### src/rtl/core/slle_pkg.sv
// shared types and codes for the static linked list engine
// no dependencies; imported by the controller, the datapath and the top level
`timescale 1ns / 1ps

package slle_pkg;

  // operation codes
  localparam logic [1:0] OP_INSERT = 2'd0;
  localparam logic [1:0] OP_REMOVE = 2'd1;
  localparam logic [1:0] OP_READ   = 2'd2;
  localparam logic [1:0] OP_NOP    = 2'd3;

  // status codes
  localparam logic [1:0] STAT_OK    = 2'd0;
  localparam logic [1:0] STAT_FULL  = 2'd1;
  localparam logic [1:0] STAT_RANGE = 2'd2;

  typedef struct packed {
    logic [1:0]  op;
    logic [7:0]  position;
    logic [31:0] value;
  } req_t;

  typedef struct packed {
    logic [31:0] read_value;
    logic [1:0]  status;
    logic [7:0]  item_count;
    logic        list_empty;
  } rsp_t;

  typedef enum logic [3:0] {
    S_INIT,
    S_IDLE,
    S_CHECK,
    S_INS_POP,
    S_WALK,
    S_INS_WR_NODE,
    S_INS_WR_PREV,
    S_REM_HEAD,
    S_REM_NODE,
    S_REM_UNLINK,
    S_REM_FREE,
    S_RD_TAKE,
    S_FINISH
  } state_t;

  typedef enum logic [1:0] {LRA_WALK, LRA_FREE, LRA_HEAD, LRA_LRD} link_ra_t;
  typedef enum logic [1:0] {WRA_WALK, WRA_HEAD, WRA_LRD} word_ra_t;
  typedef enum logic [2:0] {
    LW_NONE, LW_INIT, LW_NODE_HEAD, LW_NODE_LRD, LW_CUR_NODE, LW_CUR_LRD, LW_NODE_FREE
  } link_wr_t;
  typedef enum logic [1:0] {NODE_KEEP, NODE_FREE, NODE_HEAD, NODE_LRD} node_sel_t;
  typedef enum logic [1:0] {FREE_KEEP, FREE_LRD, FREE_NODE} free_upd_t;
  typedef enum logic [1:0] {HEAD_KEEP, HEAD_NODE, HEAD_LRD} head_upd_t;

  // controller to datapath
  typedef struct packed {
    logic      req_load;
    logic      status_load;
    link_ra_t  link_ra;
    word_ra_t  word_ra;
    link_wr_t  link_wr;
    logic      word_we;
    node_sel_t node_sel;
    free_upd_t free_upd;
    head_upd_t head_upd;
    logic      cnt_inc;
    logic      cnt_dec;
    logic      walk_start;
    logic      walk_skip;
    logic      walk_step;
    logic      walk_end;
    logic      rd_load;
    logic      out_load;
    logic      init_wr;
  } slle_cmd_t;

  // datapath to controller
  typedef struct packed {
    logic [1:0] op;
    logic       pos_one;
    logic       err;
    logic       steps_zero;
    logic       init_last;
    logic       out_busy;
  } slle_sts_t;

endpackage

### src/rtl/core/slle_ctrl.sv
// request sequencer: clearing pass, position walk and list update steps
// depends on slle_pkg
`timescale 1ns / 1ps

module slle_ctrl import slle_pkg::*; (
  input  logic      clk,
  input  logic      rst_n,
  input  logic      in_valid,
  output logic      in_ready,
  input  logic      out_ready,
  input  slle_sts_t sts,
  output slle_cmd_t cmd
);

  state_t state_r, state_nxt;

  always_ff @(posedge clk) begin
    if (!rst_n) begin
      state_r <= S_INIT;
    end else begin
      state_r <= state_nxt;
    end
  end

  always_comb begin
    state_nxt = state_r;
    cmd       = '0;
    in_ready  = 1'b0;
    case (state_r)
      S_INIT: begin
        cmd.link_wr = LW_INIT;
        cmd.init_wr = 1'b1;
        if (sts.init_last) state_nxt = S_IDLE;
      end
      S_IDLE: begin
        in_ready = 1'b1;
        if (in_valid) begin
          cmd.req_load = 1'b1;
          state_nxt    = S_CHECK;
        end
      end
      S_CHECK: begin
        cmd.status_load = 1'b1;
        cmd.link_ra     = (sts.op == OP_INSERT) ? LRA_FREE : LRA_HEAD;
        cmd.word_ra     = WRA_HEAD;
        if (sts.err || sts.op == OP_NOP) begin
          state_nxt = S_FINISH;
        end else if (sts.op == OP_INSERT) begin
          cmd.node_sel = NODE_FREE;
          state_nxt    = S_INS_POP;
        end else if (sts.op == OP_REMOVE) begin
          cmd.node_sel = NODE_HEAD;
          if (sts.pos_one) begin
            state_nxt = S_REM_HEAD;
          end else begin
            cmd.walk_start = 1'b1;
            cmd.walk_skip  = 1'b1;
            state_nxt      = S_WALK;
          end
        end else begin
          cmd.walk_start = 1'b1;
          state_nxt      = S_WALK;
        end
      end
      S_INS_POP: begin
        cmd.free_upd = FREE_LRD;
        cmd.word_we  = 1'b1;
        if (sts.pos_one) begin
          cmd.link_wr  = LW_NODE_HEAD;
          cmd.head_upd = HEAD_NODE;
          cmd.cnt_inc  = 1'b1;
          state_nxt    = S_FINISH;
        end else begin
          cmd.walk_start = 1'b1;
          cmd.walk_skip  = 1'b1;
          state_nxt      = S_WALK;
        end
      end
      S_WALK: begin
        cmd.link_ra = LRA_WALK;
        cmd.word_ra = WRA_WALK;
        if (!sts.steps_zero) begin
          cmd.walk_step = 1'b1;
        end else begin
          cmd.walk_end = 1'b1;
          case (sts.op)
            OP_INSERT: state_nxt = S_INS_WR_NODE;
            OP_REMOVE: state_nxt = S_REM_NODE;
            default:   state_nxt = S_RD_TAKE;
          endcase
        end
      end
      S_INS_WR_NODE: begin
        cmd.link_wr = LW_NODE_LRD;
        state_nxt   = S_INS_WR_PREV;
      end
      S_INS_WR_PREV: begin
        cmd.link_wr = LW_CUR_NODE;
        cmd.cnt_inc = 1'b1;
        state_nxt   = S_FINISH;
      end
      S_REM_HEAD: begin
        cmd.head_upd = HEAD_LRD;
        cmd.rd_load  = 1'b1;
        state_nxt    = S_REM_FREE;
      end
      S_REM_NODE: begin
        cmd.node_sel = NODE_LRD;
        cmd.link_ra  = LRA_LRD;
        cmd.word_ra  = WRA_LRD;
        state_nxt    = S_REM_UNLINK;
      end
      S_REM_UNLINK: begin
        cmd.link_wr = LW_CUR_LRD;
        cmd.rd_load = 1'b1;
        state_nxt   = S_REM_FREE;
      end
      S_REM_FREE: begin
        cmd.link_wr  = LW_NODE_FREE;
        cmd.free_upd = FREE_NODE;
        cmd.cnt_dec  = 1'b1;
        state_nxt    = S_FINISH;
      end
      S_RD_TAKE: begin
        cmd.rd_load = 1'b1;
        state_nxt   = S_FINISH;
      end
      S_FINISH: begin
        if (!sts.out_busy || out_ready) begin
          cmd.out_load = 1'b1;
          state_nxt    = S_IDLE;
        end
      end
      default: state_nxt = S_IDLE;
    endcase
  end

endmodule

### config.mk
export PLATFORM = sky130hd
export DESIGN_NAME = slle_ctrl
export DESIGN_NICKNAME = d
export VERILOG_FILES = /design/src/rtl/core/slle_pkg.sv /design/src/rtl/core/slle_ctrl.sv
export SDC_FILE = /design/constraint.sdc
export NUM_CORES = 1
export LEC_CHECK = 0
export ABC_AREA = 0
export BUFFER_PORTS_ARGS = -buffer_cell sky130_fd_sc_hd__buf_2
export CORE_MARGIN = 2
export CORE_UTILIZATION = 40
export CTS_CLUSTER_SIZE = 25
export DETAILED_ROUTE_END_ITERATION = 10
export GPL_TIMING_DRIVEN = 0
export HOLD_SLACK_MARGIN = 0.15
export PLACE_DENSITY = 0.76
export SYNTH_ARGS = -nofsm -noshare
export SYNTH_HDL_FRONTEND = slang
export SYNTH_SLANG_ARGS = --single-unit
export TNS_END_PERCENT = 10
### constraint.sdc
create_clock -name clk -period 2.6 [get_ports clk]
set_input_delay 0.52 -clock clk [delete_from_list [all_inputs] [get_ports clk]]
set_output_delay 0.52 -clock clk [all_outputs]
set_load 0.01 [all_outputs]
==> results_dict.tcl <==
set metrics [dict create \
    grt-ovfl-total 0 \
    clkLatencyLatePin_ns 0.23 \
    syn-num-nets 110 \
    design_power_total_w 0.000223 \
    r2r_cells 5 \
    cts.sinks 4 \
    maxSlewHeadroom_pct 77.9 \
    max_cap_viol_count 0 \
    largest-register "state_r" \
    ys_seq_area_share_pct 11.8 \
    root_buffer "clkbuf_4" \
    synth_warnings 0 \
    arrival_ns 1.61 \
    finalSetupTns_ns 0 \
    largest_reg_flops 4 \
    drtIter0Drc 23 \
    power_density_mw_per_mm2 247 \
    grt_max_degree 11 \
    portBuffers 36 \
    rsz0062_at_grt "false" \
    fin_skew_ns 0.00104 \
    fmax_mhz 470 \
    worstPathMaxFanout 10 \
    finalSetupViolations 0 \
    hold_viol_final 0 \
    outcome "finished clean" \
    synth_top_family_by_area "simple AND/OR/NAND/NOR gates" \
    path_class "flip-flop to output port" \
    dieArea_mm2 0.00204 \
    layout_min_cycle_time_ns 2.13 \
    r2r-end "state_r[1]$_SDFFE_PN0P_" \
    holdPathEnd "state_r[2]$_SDFFE_PN0P_" \
    layout-drive-gt1-share_pct 39.1 \
    dr.pass1.iters 4 \
    drv_slew 0 \
    max_stage_delay_ns 0.35 \
    rrSetupSlack_ns 1.17 \
    nets 151 \
    required_ns 2.08 \
    irDropWorstVdd_v 0.000238 \
    r2r-start "state_r[3]$_SDFFE_PN0P_" \
    row_count 14 \
    seq_area_um2 80.1 \
    clk_pin_slew_ns 0.03 \
    synth.area.mux_share_pct 0 \
    cts_hold_buf 0 \
    cts_resized 0 \
    post_cts_buffers 0 \
    ys_seq_elements 4 \
    cts_tree "yes" \
    wl_um 1960 \
    post-route-drc-count 0 \
    min_path_cells 2 \
    synthSimpleGateAreaFrac_pct 42.1 \
    viasPerCell 5.48 \
    worst_setup_path_start_kind "flip-flop" \
    insertedDiodeCount 0 \
    top_regs "state_r x4" \
    grt_antenna_before_repair 0 \
    core_mm2 0.00154 \
    design_area_um2 901 \
    syn_inst 99 \
    min_from "rst_n" \
    synth_area_um2 678 \
    multi_input_area_um2 505 \
    hpwl_um 1600 \
    clock_path_buffers 2 \
    avgRoutedWirePerCell_um 12.7 \
    tightest_slew_ns 0.330 \
    initial_core_util_pct 44.0 \
    ys_types 35 \
    num_vias 844 \
    die_w_um 45.2 \
    syn_area_per_cell_um2 6.85 \
    end_kind "output port" \
    numCtsBuffers 3 \
    cpMaxStageDelayCell "nor4b_4" \
    place.gp.congestion 0.860 \
    grt_pass1_wl_um 3180 \
    htree_num_levels 1 \
    synth_xor_xnor_area_share_pct 1.29 \
    fin_crit_sh_pct 81.8 \
    ioPinCount 37 \
    fill_cells 160 \
    p_leak_nw 0.527 \
    dpl_cell_area_um2 878 \
    grt_pass1_vias 723 \
    track_usage_pct 20.9 \
    syn2layout_area_growth_pct 32.8 \
    cp_cell_sequence "buf_6 -> nor4b_4 -> nand3_1 -> a21oi_2 -> a31o_1 -> buf_2" \
    die_h_um 45.2 \
    synth_compound_area_share_pct 31.2 \
    synthAdderAreaFrac_pct 0 \
    ant_nets 0 \
    hold_path.class "input port to flip-flop" \
]
through the flow:
step           std cells  util [%]  setup WS (ns)  hold WS, ns
6_report             154      58.4          0.474        0.559
5_1_grt              154      58.4          0.356        0.587
4_1_cts              154      58.4          0.440        0.550
3_5_place_dp         151      57.0          0.694        0.764
3_3_place_gp         151      57.0          0.722        0.745
2_1_floorplan         99         -          0.723        0.646
cell type report:
type | count | share of cell area, %
inverters | 8 | 3.33
flip-flops and latches | 4 | 8.89
repair buffers | 36 | 20.0
clock buffers | 3 | 2.50
plain buffers | 8 | 6.94
multi-input cells | 79 | 56.1
well taps | 16 | 2.22
report_power, final:
| part | switching, W | total (W) | internal (W) | leakage (nW) |
|---|---|---|---|---|
| Clock | 0.0000209 | 0.0000722 | 0.0000513 | 0.0138 |
| Combinational | 0.0000482 | 0.0000822 | 0.0000341 | 0.480 |
| Sequential | 0.00000423 | 0.0000682 | 0.0000640 | 0.0325 |
| Total | 0.0000733 | 0.000223 | 0.000149 | 0.527 |
cell usage after synthesis, drive strengths merged:
library cell  count  area, µm²
a211oi            1       12.5
nor3              6       30.0
nand2            11       41.3
nor2              9       33.8
or2               2       12.5
and3b             1       8.76
a2111o            1       11.3
a21o              1       7.51
dfxtp             4       80.1
xnor2             1       8.76
a211o             1       8.76
o211a             1       10.0
and2b             1       7.51
a22oi             1       7.51
nand2b            3       21.3
o31ai             1       7.51
a31o              2       17.5
inv               8       30.0
nor2b             6       37.5
o211ai            4       30.0
o21ai             4       20.0
nand3             2       10.0
o22ai             1       6.26
nor4              1       21.3
nor4b             1       23.8
a32o              1       10.0
o21a              2       15.0
a21oi             8       47.6
and3              6       37.5
buf               8       62.6
kinds of logic (layout without fill, tap and decap cells):
kind of cell | after synthesis | after routing
AOI/OAI and AO/OA | 29 | 29
xor gates and xnor gates | 1 | 1
and+or+nand+nor | 49 | 49
DFF | 4 | 4
buffers and inverters | 16 | 55
how the worst max path moves through the flow:
stage          depth (start not counted)                     from  endpoint  slack, ns
4_1_cts                                6  state_r[3]$_SDFFE_PN0P_    cmd[6]       0.44
3_3_place_gp                           6  state_r[1]$_SDFFE_PN0P_    cmd[6]       0.72
5_1_grt                                6  state_r[1]$_SDFFE_PN0P_    cmd[6]       0.36
2_1_floorplan                          5  state_r[3]$_SDFFE_PN0P_    cmd[6]       0.72
3_5_place_dp                           6  state_r[3]$_SDFFE_PN0P_    cmd[6]       0.69
6_report                               6  state_r[3]$_SDFFE_PN0P_    cmd[6]       0.47
per-layer routing:
| layer | vias to the layer above | GRT usage [%] | wire length [µm] |
|---|---|---|---|
| met4 | 0 | 7.06 | 0 |
| met1 | 383 | 29.4 | 896 |
| met2 | 27 | 32.9 | 957 |
| met5 | - | 0 | 0 |
| met3 | 0 | 2.40 | 105 |
| li1 | 434 | - | - |
critical path, delay by kind of cell (launching register included):
kind            cells  cell delay, ns
simple gates        2            0.53
buf+inv             2            0.26
compound gates      2            0.28
flops               1            0.29
layout by cell type, fill, tap and decap left out, types with 2 or more instances in the layout:
cell type  count
buf_2         38
nand2_1       11
nor2_1         9
inv_1          8
and3_1         6
nor3_1         6
nor2b_1        6
a21oi_1        6
buf_4          4
o21ai_0        4
o211ai_1       4
dfxtp_1        4
clkbuf_4       3
buf_6          2
nand2b_1       2
or2_1          2
nand3_1        2
a21oi_2        2
o21a_1         2
Power figures use the tool's default switching activity.
